## config.mk

```make
export PLATFORM = sky130hd
export DESIGN_NAME = pulse_rate_beat_detector_core
export DESIGN_NICKNAME = d
export VERILOG_FILES = /design/src/prbd_pkg.sv /design/src/pulse_rate_beat_detector_core.sv /design/src/prbd_window.sv /design/src/prbd_wsum.sv /design/src/prbd_div.sv
export VERILOG_INCLUDE_DIRS = /design/src /design/src/src
export SDC_FILE = /design/constraint.sdc
export NUM_CORES = 1
export LEC_CHECK = 0
export BUFFER_PORTS_ARGS = -buffer_cell sky130_fd_sc_hd__buf_2
export CORE_MARGIN = 2
export CORE_UTILIZATION = 40
export CTS_CLUSTER_SIZE = 12
export DETAILED_ROUTE_END_ITERATION = 10
export HOLD_SLACK_MARGIN = 0.05
export MAX_ROUTING_LAYER = met4
export SKIP_LAST_GASP = 1
export SLEW_MARGIN = 5
export SYNTH_ARGS = -nofsm -noshare
export SYNTH_HDL_FRONTEND = slang
export SYNTH_SLANG_ARGS = --single-unit
```

## constraint.sdc

```tcl
create_clock -name clk -period 7.15 [get_ports clk]
set_input_delay 0.715 -clock clk [delete_from_list [all_inputs] [get_ports clk]]
set_output_delay 0.715 -clock clk [all_outputs]
set_load 0.01 [all_outputs]
```

## src/assert_macros.svh

```systemverilog
// assertion macros used by the top-level rtl file
`ifndef ASSERT_MACROS_SVH
`define ASSERT_MACROS_SVH

// same-cycle implication, disabled while reset is high
`define CHECK_IMPLY(label, clk, rst, ante, cons, msg) \
  label: assert property (@(posedge clk) disable iff (rst) (ante) |-> (cons)) \
    else $error(msg);

// next-cycle implication, disabled while reset is high
`define CHECK_NEXT(label, clk, rst, ante, cons, msg) \
  label: assert property (@(posedge clk) disable iff (rst) (ante) |=> (cons)) \
    else $error(msg);

`endif

```

## src/prbd_pkg.sv

```systemverilog
// shared constants and types of the pulse rate beat detector
package prbd_pkg;

  localparam int SAMPLE_BITS = 12;
  localparam int WINDOW      = 4;
  localparam int SUM_BITS    = SAMPLE_BITS + $clog2(WINDOW);
  localparam int TIME_BITS   = 32;
  localparam int LIMIT_BITS  = 5;
  localparam int RATE_BITS   = 16;

  // 4*i0 + 3*i1 + 3*i2 needs four bits above the interval width
  localparam int DIV_BITS = TIME_BITS + 4;
  localparam int NUM_BITS = 20;

  localparam logic [LIMIT_BITS-1:0] COUNT_MAX   = '1;
  localparam logic [LIMIT_BITS-1:0] LIMIT_RESET = 5'd4;
  localparam logic [NUM_BITS-1:0]   RATE_NUMERATOR = 20'd600000;
  localparam logic [RATE_BITS-1:0]  RATE_MAX = '1;

  typedef enum logic [1:0] {
    ST_IDLE,
    ST_SUM,
    ST_DIV,
    ST_OUT
  } state_t;

  typedef struct packed {
    logic busy;
    logic done;
  } unit_status_t;

endpackage

```

## src/pulse_rate_beat_detector_core.sv

```systemverilog
// top level of the pulse rate beat detector
// Takes one averaged pulse sensor sample with its millisecond timestamp per
// request. A 4-sample moving sum is compared with the previous one; rising
// samples are counted (saturating at 31) and a beat is declared when the count
// first exceeds rise_limit (reset value 4) while not already rising. Each beat
// gives one result request: beat_interval, the ms since the previous beat
// (measured from time zero for the first), and beats_per_minute,
// floor(600000 / (4*i0 + 3*i1 + 3*i2)) saturating at 65535 (also for a zero
// divisor). A sample that declares no beat gives nothing and leaves the input
// open. A beat sample keeps the input stalled through the bit-serial weighted
// interval sum, the one-bit-per-cycle divider and the output load; the result
// then sits in the output register while the next sample can already be taken.
// rise_limit is written through rise_limit_we / rise_limit_data; the user must
// do so only while the block is idle; the block does not enforce this.
`include "assert_macros.svh"

module pulse_rate_beat_detector_core import prbd_pkg::*; (
  input  logic                   clk,
  input  logic                   rst,
  // sample requests
  input  logic                   in_valid,
  output logic                   in_stall,
  input  logic [SAMPLE_BITS-1:0] sample,
  input  logic [TIME_BITS-1:0]   time_ms,
  // result requests
  output logic                   out_valid,
  input  logic                   out_stall,
  output logic [RATE_BITS-1:0]   beats_per_minute,
  output logic [TIME_BITS-1:0]   beat_interval,
  // configuration
  input  logic                   rise_limit_we,
  input  logic [LIMIT_BITS-1:0]  rise_limit_data
);

  state_t state, state_next;

  logic [LIMIT_BITS-1:0] rise_limit;
  logic [TIME_BITS-1:0]  last_beat_time;
  logic [TIME_BITS-1:0]  interval_one_back;
  logic [TIME_BITS-1:0]  interval_two_back;
  logic [TIME_BITS-1:0]  interval_now;

  logic                  accept;
  logic                  beat;
  logic                  start_sum;
  logic                  start_div;
  logic                  load_out;
  logic [DIV_BITS-1:0]   divisor;
  logic [RATE_BITS-1:0]  rate;
  unit_status_t          sum_status;
  unit_status_t          div_status;

  // requests are taken only while no beat is being worked on
  assign accept       = in_valid && !in_stall;
  assign interval_now = time_ms - last_beat_time;

  prbd_window u_window (
    .clk        (clk),
    .rst        (rst),
    .step       (accept),
    .sample     (sample),
    .rise_limit (rise_limit),
    .beat       (beat)
  );

  // intervals go in before they shift, so i1 and i2 are the two older ones
  prbd_wsum u_wsum (
    .clk     (clk),
    .rst     (rst),
    .start   (start_sum),
    .i0      (interval_now),
    .i1      (interval_one_back),
    .i2      (interval_two_back),
    .divisor (divisor),
    .status  (sum_status)
  );

  prbd_div u_div (
    .clk     (clk),
    .rst     (rst),
    .start   (start_div),
    .divisor (divisor),
    .rate    (rate),
    .status  (div_status)
  );

  // next state
  always_comb begin
    state_next = state;
    unique case (state)
      ST_IDLE: begin
        if (accept && beat) begin
          state_next = ST_SUM;
        end
      end
      ST_SUM: begin
        if (sum_status.done) begin
          state_next = ST_DIV;
        end
      end
      ST_DIV: begin
        if (div_status.done) begin
          state_next = ST_OUT;
        end
      end
      ST_OUT: begin
        // wait here only while an older result is still held
        if (!out_valid || !out_stall) begin
          state_next = ST_IDLE;
        end
      end
      default: state_next = ST_IDLE;
    endcase
  end

  // state outputs
  always_comb begin
    in_stall  = 1'b1;
    start_sum = 1'b0;
    start_div = 1'b0;
    load_out  = 1'b0;
    unique case (state)
      ST_IDLE: begin
        in_stall  = 1'b0;
        start_sum = accept && beat;
      end
      ST_SUM: start_div = sum_status.done;
      ST_DIV: ;
      ST_OUT: load_out = !out_valid || !out_stall;
      default: ;
    endcase
  end

  always_ff @(posedge clk) begin
    if (rst) begin
      state             <= ST_IDLE;
      rise_limit        <= LIMIT_RESET;
      last_beat_time    <= '0;
      interval_one_back <= '0;
      interval_two_back <= '0;
      out_valid         <= 1'b0;
    end else begin
      state <= state_next;
      if (rise_limit_we) begin
        rise_limit <= rise_limit_data;
      end
      // beat bookkeeping happens at the sample itself
      if (start_sum) begin
        last_beat_time    <= time_ms;
        interval_one_back <= interval_now;
        interval_two_back <= interval_one_back;
      end
      if (load_out) begin
        out_valid <= 1'b1;
      end else if (!out_stall) begin
        out_valid <= 1'b0;
      end
    end
  end

  // output register, interval_one_back holds this beat's interval until the next beat
  always_ff @(posedge clk) begin
    if (load_out) begin
      beats_per_minute <= rate;
      beat_interval    <= interval_one_back;
    end
  end

  `CHECK_IMPLY(a_sum_done_in_sum, clk, rst, sum_status.done, state == ST_SUM, "sum done outside sum state")
  `CHECK_IMPLY(a_div_done_in_div, clk, rst, div_status.done, state == ST_DIV, "divide done outside divide state")
  `CHECK_IMPLY(a_busy_stalls, clk, rst, sum_status.busy || div_status.busy, in_stall, "input open while a unit is busy")
  `CHECK_NEXT(a_out_loaded, clk, rst, state == ST_OUT && !out_stall, out_valid && state == ST_IDLE, "result not loaded")

endmodule

```

## src/prbd_window.sv

```systemverilog
// sample window, rise counter and beat decision
module prbd_window import prbd_pkg::*; (
  input  logic                   clk,
  input  logic                   rst,
  input  logic                   step,
  input  logic [SAMPLE_BITS-1:0] sample,
  input  logic [LIMIT_BITS-1:0]  rise_limit,
  output logic                   beat
);

  // tap 0 holds the newest sample, the last tap the oldest
  logic [SAMPLE_BITS-1:0] taps [WINDOW];
  logic [SUM_BITS-1:0]    window_sum;
  logic [SUM_BITS-1:0]    previous_sum;
  logic [LIMIT_BITS-1:0]  rise_counter;
  logic                   rising_flag;

  logic [SUM_BITS-1:0]   sum_next;
  logic [LIMIT_BITS-1:0] count_inc;
  logic                  rising;

  always_comb begin
    sum_next  = window_sum - SUM_BITS'(taps[WINDOW-1]) + SUM_BITS'(sample);
    rising    = sum_next > previous_sum;
    count_inc = (rise_counter == COUNT_MAX) ? COUNT_MAX : rise_counter + 1'b1;
    beat      = rising && !rising_flag && (count_inc > rise_limit);
  end

  always_ff @(posedge clk) begin
    if (rst) begin
      for (int k = 0; k < WINDOW; k++) begin
        taps[k] <= '0;
      end
      window_sum   <= '0;
      previous_sum <= '0;
      rise_counter <= '0;
      rising_flag  <= 1'b0;
    end else if (step) begin
      taps[0] <= sample;
      for (int k = 1; k < WINDOW; k++) begin
        taps[k] <= taps[k-1];
      end
      window_sum   <= sum_next;
      previous_sum <= sum_next;
      if (rising) begin
        rise_counter <= count_inc;
        if (beat) begin
          rising_flag <= 1'b1;
        end
      end else begin
        rise_counter <= '0;
        rising_flag  <= 1'b0;
      end
    end
  end

endmodule

```

## src/prbd_wsum.sv

```systemverilog
// bit-serial weighted interval sum 4*i0 + 3*i1 + 3*i2
module prbd_wsum import prbd_pkg::*; (
  input  logic                 clk,
  input  logic                 rst,
  input  logic                 start,
  input  logic [TIME_BITS-1:0] i0,
  input  logic [TIME_BITS-1:0] i1,
  input  logic [TIME_BITS-1:0] i2,
  output logic [DIV_BITS-1:0]  divisor,
  output unit_status_t         status
);

  localparam int CNT_BITS = $clog2(DIV_BITS);
  localparam logic [CNT_BITS-1:0] LAST = CNT_BITS'(DIV_BITS - 1);

  logic [TIME_BITS-1:0] a_sr, b_sr, c_sr;
  logic                 a_d1, a_d2, b_d1, c_d1;
  logic [2:0]           carry;
  logic [CNT_BITS-1:0]  count;
  logic [3:0]           bit_sum;

  // bit k: a[k-2] + b[k] + b[k-1] + c[k] + c[k-1] + carry
  always_comb begin
    bit_sum = 4'(a_d2) + 4'(b_sr[0]) + 4'(b_d1) + 4'(c_sr[0]) + 4'(c_d1) + 4'(carry);
  end

  always_ff @(posedge clk) begin
    if (rst) begin
      status <= '0;
      count  <= '0;
    end else begin
      status.done <= 1'b0;
      if (start) begin
        status.busy <= 1'b1;
        count       <= '0;
      end else if (status.busy) begin
        if (count == LAST) begin
          status.busy <= 1'b0;
          status.done <= 1'b1;
        end else begin
          count <= count + 1'b1;
        end
      end
    end
  end

  always_ff @(posedge clk) begin
    if (start) begin
      a_sr  <= i0;
      b_sr  <= i1;
      c_sr  <= i2;
      a_d1  <= 1'b0;
      a_d2  <= 1'b0;
      b_d1  <= 1'b0;
      c_d1  <= 1'b0;
      carry <= '0;
    end else if (status.busy) begin
      a_sr    <= a_sr >> 1;
      b_sr    <= b_sr >> 1;
      c_sr    <= c_sr >> 1;
      a_d1    <= a_sr[0];
      a_d2    <= a_d1;
      b_d1    <= b_sr[0];
      c_d1    <= c_sr[0];
      carry   <= bit_sum[3:1];
      divisor <= {bit_sum[0], divisor[DIV_BITS-1:1]};
    end
  end

endmodule

```

## src/prbd_div.sv

```systemverilog
// restoring divider, one quotient bit per cycle, saturated rate out
module prbd_div import prbd_pkg::*; (
  input  logic                 clk,
  input  logic                 rst,
  input  logic                 start,
  input  logic [DIV_BITS-1:0]  divisor,
  output logic [RATE_BITS-1:0] rate,
  output unit_status_t         status
);

  localparam int CNT_BITS = $clog2(NUM_BITS);
  localparam logic [CNT_BITS-1:0] LAST = CNT_BITS'(NUM_BITS - 1);

  logic [NUM_BITS-1:0] num_sr;
  logic [NUM_BITS-1:0] rem;
  logic [NUM_BITS-1:0] quot;
  logic [CNT_BITS-1:0] count;
  logic [NUM_BITS-1:0] trial;
  logic                fits;

  // remainder never exceeds the numerator prefix, so its top bit shifts out as zero
  always_comb begin
    trial = {rem[NUM_BITS-2:0], num_sr[NUM_BITS-1]};
    fits  = DIV_BITS'(trial) >= divisor;
    // a zero divisor gives an all-ones quotient, which saturates here too
    rate  = (quot > NUM_BITS'(RATE_MAX)) ? RATE_MAX : quot[RATE_BITS-1:0];
  end

  always_ff @(posedge clk) begin
    if (rst) begin
      status <= '0;
      count  <= '0;
    end else begin
      status.done <= 1'b0;
      if (start) begin
        status.busy <= 1'b1;
        count       <= '0;
      end else if (status.busy) begin
        if (count == LAST) begin
          status.busy <= 1'b0;
          status.done <= 1'b1;
        end else begin
          count <= count + 1'b1;
        end
      end
    end
  end

  always_ff @(posedge clk) begin
    if (start) begin
      num_sr <= RATE_NUMERATOR;
      rem    <= '0;
      quot   <= '0;
    end else if (status.busy) begin
      num_sr <= num_sr << 1;
      rem    <= fits ? trial - divisor[NUM_BITS-1:0] : trial;
      quot   <= {quot[NUM_BITS-2:0], fits};
    end
  end

endmodule
```

Word-level counts from Yosys, hierarchy flattened
Memories as Yosys holds them, arrays and structs flattened.
Cells that the tools add are included.
{"block": "totals", "regBits": 379, "mem_bits_rw": 48, "input_bits": 54, "out_inout_bits": 50, "word_cells": 123, "n_memories": 1}
{"block": "classes", "add_sub_neg": 12, "magnitude_cmp": 4, "n_eq_ne": 12, "n_mux": 37, "n_bitwise": 9, "n_reduce_logical": 19}
{"name": "u_window.taps", "depth": 4, "width": 12, "read_ports": 4, "rd_ports_with_merged_regs": 0, "wr": 4, "line_no": "prbd_window.sv:12", "source": "logic [SAMPLE_BITS-1:0] taps [WINDOW];"}
{"op": "2-to-1 mux 32 bit", "n": 6}
{"op": "2-to-1 mux 12 bit", "n": 4}
{"op": ">= comparator 20 x 36 -> 1 bit", "n": 1}
{"op": "subtractor 32 bit", "n": 1}
{"op": "> comparator 20 x 16 -> 1 bit, second input constant", "n": 1}
{"op": "2-to-1 mux 19 bit", "n": 1}
{"op": "subtractor 19 bit", "n": 1}
{"op": "2-to-1 mux 2 bit", "n": 8}
{"op": "2-to-1 mux 1 bit", "n": 15}
{"op": "adder 14 x 12 -> 14 bit", "n": 1}
{"op": "> comparator 14 bit", "n": 1}
{"op": "subtractor 14 x 12 -> 14 bit", "n": 1}
{"op": "adder 4 x 1 -> 4 bit", "n": 3}
{"op": "adder 5 x 1 -> 5 bit, second input constant", "n": 2}
{"op": "equality test 5 bit, second input constant", "n": 2}
{"op": "2-to-1 mux 5 bit", "n": 2}
{"op": "!= test 2 x 1 -> 1 bit, second input constant", "n": 4}
{"op": "one-hot mux 2 bit (4 select lines)", "n": 1}
{"op": "AND reduction 2 bit", "n": 4}
{"op": "adder 6 x 1 -> 6 bit, second input constant", "n": 1}
{"op": "equality test 6 bit, second input constant", "n": 1}
{"op": "OR reduction 3 bit", "n": 2}
{"op": "> comparator 5 bit", "n": 1}
{"op": "inverter 1 bit", "n": 5}
{"op": "other kinds (13)", "n": 24}

Longest topological paths before layout
An unclocked memory read counts as a cell.
{"block": "depth", "ltp_word": 10, "depth_mapped": 24, "mapped_depth_nobuf": 22}

Modules after synthesis
Synthesis repeated with hierarchy kept, for this count alone.
{"block": "hier_totals", "cells_unflattened": 1872, "area_unflattened_um2": 20382.0}
{"mod": "pulse_rate_beat_detector_core", "n_inst": 1, "cells_each": 755, "area_each_um2": 6921.6, "seq_area_each_um2": 3523.4}
{"mod": "prbd_wsum", "n_inst": 1, "cells_each": 318, "area_each_um2": 5853.1, "seq_area_each_um2": 4264.1}
{"mod": "prbd_window", "n_inst": 1, "cells_each": 385, "area_each_um2": 4045.1, "seq_area_each_um2": 1841.8}
{"mod": "prbd_div", "n_inst": 1, "cells_each": 414, "area_each_um2": 3562.2, "seq_area_each_um2": 1201.2}

Worst setup path before layout
No wires, ideal clock.
{"block": "synth_timing", "path_type": "input to register", "startpoint": "input port sample[1]", "endpoint": "register u_wsum.a_sr[0], enable pin", "setup_ns": 0.908, "arrival_ns": 6.417, "t_required_ns": 6.242, "slack_ns": -0.175, "cell_stages": 22, "path_buffers": 2, "path_cell_list": "inv_1 fa_1 inv_1 ha_1 a21o_1 a21oi_1 nand2b_1 a21oi_1 o41ai_2 o2111ai_1 a21oi_1 xnor2_1 xnor2_1 ha_1 nand4_1 or2_2 or3_1 o211a_1 o21ai_2 buf_2 buf_2 nand2_1"}
{"block": "synth_between", "elab_chain_len": 7}
{"element": "start: declaration", "line_no": "pulse_rate_beat_detector_core.sv:23", "source": "input logic [SAMPLE_BITS-1:0] sample,"}
{"element": "adder 14 x 12 -> 14 bit", "line_no": "prbd_window.sv:23", "source": "sum_next = window_sum - SUM_BITS'(taps[WINDOW-1]) + SUM_BITS'(sample);"}
{"element": "via u_window.sum_next[13]", "line_no": "prbd_window.sv:18", "source": "logic [SUM_BITS-1:0] sum_next;"}
{"element": "> comparator 14 bit", "line_no": "prbd_window.sv:24", "source": "rising = sum_next > previous_sum;"}
{"element": "logical AND 1 bit (2 in a row)", "line_no": "prbd_window.sv:26", "source": "beat = rising && !rising_flag && (count_inc > rise_limit);"}
{"element": "logical AND 1 bit", "line_no": "pulse_rate_beat_detector_core.sv:125", "source": "start_sum = accept && beat;"}
{"element": "2-to-1 mux 1 bit", "line_no": "pulse_rate_beat_detector_core.sv:122", "source": "unique case (state)"}
{"element": "nonzero test 2 bit (no line)"}
{"element": "end signal: assignment", "line_no": "prbd_wsum.sv:49", "source": "a_sr <= i0;"}
{"element": "end signal: assignment", "line_no": "prbd_wsum.sv:58", "source": "a_sr <= a_sr >> 1;"}
{"element": "end: declaration", "line_no": "prbd_wsum.sv:16", "source": "logic [TIME_BITS-1:0] a_sr, b_sr, c_sr;"}
The timed path passes the listed nets, and every way through them passes these cells.
A chain may end at the register's enable or synchronous reset.

==> impl_metrics.ini <==
[outcome]
status = finished, final reports clean

[layout]
stdcell_count = 2762
syn_to_final_growth_pct = 13.6
drive_gt1_frac = 0.103
final_common_cell = nand2_1
nets = 2223
fillCellCount = 4671
final_cell_mix = nand2_1 (458), edfxtp_1 (228), dfxtp_1 (198)

[detailed_routing]
post-route-drc-count = 0
ant_nets = 0
post_drt_wl_per_cell_um = 14.6
vias = 13800
drt_first_pass_iters = 5
dr.first_iter.drc_count = 885
drt-total-wl_um = 40200
drt-vias-per-instance = 4.99

[sta]
tns_ps = 0
rsz0062_at_grt = no
post-route-period-util = 0.796
max-slew-margin-rel = 0.243
hold_violations = 0
tightest_slew_ps = 1130
skew_ps = 27.6
setup_ws_ps = 1460
fin_crit_ps = 5690
clock.fmax_mhz = 176
finalMaxSlewViolations = 0
finalSetupViolations = 0

[placement]
place_congestion = 0.831
dp_cells = 2670
numPortBuffers = 103
pre_cts_slack_ps = 952
post-dp-hpwl_um = 25800

[clock_network]
cts.htree.levels = 2
hold_buffers = 0
root_buffer = clkbuf_16
postCtsSetupRepairBufs = 0
clkSinkCount = 427
clk_latency_ps = 600
tritoncts = built
cts_buffers = 48
clkTransAtPathRegs_ps = 60
post_cts_resized = 0
cts.path.max_buffers = 3

[global_route]
grt_antenna_before_repair = 3
grtUsageTotal = 0.163
grt_overflow = 0
grt_pass1_vias = 13400
grt_pass1_wl_um = 66500
grt_start_max_net_pins = 100

[worst_setup_path]
end_kind = register
critical_path_required_ps = 7480
worst_setup_path_start_kind = register
critPathBufInv = 2
cp.arrival_ps = 6030
path_delay_family = compound AO/OA/AOI/OAI gates
crit_chain = fa_1 > inv_1 > ha_1 > a21o_1 > a21oi_1 > nand2b_1 > a21oi_1 > o41ai_2 > o2111ai_1 > a21oi_1 > xnor2_1 > xnor2_1 > ha_1 > nand4_1 > or2_2 > a211oi_1 > o21a_4 > buf_4 > a21oi_1
cp_slowest_stage_delay_ps = 700
crit_slowest_cell = o21a_4
worstSetupPathType = register to register
worstPathMaxFanout = 63
critPathMostFrequentCell = a21oi_1

[die]
dieHeight_um = 226
die_x_um = 226
start_util = 0.404
fp-row-count = 81
ioPinCount = 104
core_area_um2 = 48800
dieArea_um2 = 51100

[yosys]
syn_nets = 2139
netlist_area_um2 = 19700
ys_seq_elements = 427
synth_enable_flop_cells = 228
ys_warn_count = 0
synth.avg_cell_area_um2 = 10.0
syn_inst = 1972
synth.distinct_cells = 71
ys.flop_type = edfxtp_1
ys_seq_area_frac = 0.549
synth_async_sr_flop_share = 0

[power_and_ir_drop]
p_per_area_nw_per_um2 = 348
ir_drop_uv = 161
p_leak_uw = 0.00908

[min_path]
hp-class = input port to register

[run]
maxCapViolCount = 0
==> cells in the mapped netlist, types with 18 or more instances <==
master | instances | share of area
nand2_1 | 459 | 0.087
edfxtp_1 | 228 | 0.35
dfxtp_1 | 199 | 0.20
a21oi_1 | 168 | 0.043
inv_1 | 136 | 0.026
nor2_1 | 120 | 0.023
ha_1 | 96 | 0.061
mux2i_1 | 55 | 0.028
and3_1 | 46 | 0.015
clkbuf_1 | 45 | 0.0086
xnor2_1 | 43 | 0.019
o21ai_0 | 39 | 0.0099
nor3_1 | 31 | 0.0079
nand2b_1 | 27 | 0.0086
buf_2 | 25 | 0.0063
a21o_1 | 22 | 0.0084
a211oi_1 | 20 | 0.0076
xor2_1 | 20 | 0.0089
o21a_1 | 18 | 0.0068
==> state kept, by name, summed over array words and instances (netlist names), 3 cells and up <==
name and cells:
beat_interval 32, beats_per_minute 16, interval_one_back 32, interval_two_back 32, last_beat_time 32, rise_limit 5, u_div.count 5, u_div.num_sr 14
u_div.quot 20, u_div.rem 19, u_window.rise_counter 5, u_window.taps 48, u_window.window_sum 14, u_wsum.a_sr 32, u_wsum.b_sr 32, u_wsum.c_sr 32
u_wsum.carry 3, u_wsum.count 6, u_wsum.divisor 36
==> metal layers <==
metal	vias to the layer above	routed length (µm)	part of all wire	global-route usage
met2	238	18300	0.46	0.256
met5	-	0	0	-
li1	6947	-	-	-
met3	61	1790	0.045	0.0254
met1	6527	19000	0.47	0.215
met4	0	1070	0.027	0.0590
==> through the flow <==
step                      power (µW)   util  area (µm²)  hold slack, ps
final                           7810  0.459       22400             358
after CTS                       7900  0.459       22400             325
after floorplan                 4990      -       19700             426
after detailed placement        5530  0.428       20900             434
after global routing            8340  0.459       22400             349
after global placement          5470  0.428       20900             430
==> area by class of cell <==
cell class                      count  area, µm²  area share
Sequential cell                   427      10800       0.483
Multi-Input combinational cell   1325       8070       0.360
Clock buffer                       66       1290      0.0575
Tap cell                          664        831      0.0371
Timing Repair Buffer              118        681      0.0304
Inverter                          136        510      0.0228
Clock inverter                     23        200     0.00893
Antenna cell                        3       7.51    0.000335
==> power breakdown <==
part | total [µW] | switching [µW] | internal [µW]
combinational | 2260 | 1350 | 910
sequential | 3220 | 162 | 3060
clock | 2330 | 1020 | 1310
==> final timing paths <==
kind,startpoint,to,slack (ps),cells after the start
max,u_window.taps[3][1]$_SDFFCE_PN0P_,u_wsum.a_sr[18]$_DFFE_PP_,1460,19
min,rise_limit_data[2],rise_limit[2]$_SDFFE_PP1P_,360,3
max reg2reg,u_window.taps[3][1]$_SDFFCE_PN0P_,u_wsum.a_sr[18]$_DFFE_PP_,1460,19
min reg2reg,u_wsum.divisor[9]$_DFFE_PP_,u_wsum.divisor[8]$_DFFE_PP_,440,0
==> worst register-to-register path: stages, from the launching register on <==
cell and delay (ps):
edfxtp_1 420, fa_1 520, inv_1 60, ha_1 290
a21o_1 160, a21oi_1 200, nand2b_1 160, a21oi_1 100
o41ai_2 400, o2111ai_1 190, a21oi_1 200, xnor2_1 150
xnor2_1 90, ha_1 290, nand4_1 100, or2_2 310
a211oi_1 490, o21a_4 700, buf_4 470, a21oi_1 120
==> kinds of logic after synthesis <==
family	Yosys count	share of synthesized area
and+or+nand+nor	750	0.164
DFF	427	0.549
AOI/OAI and AO/OA	342	0.108
buffers and inverters	220	0.0442
adders and majority gates	113	0.0781
xor gates and xnor gates	63	0.0280
muxes	57	0.0290
No activity file was read; power rests on OpenSTA's default activity.
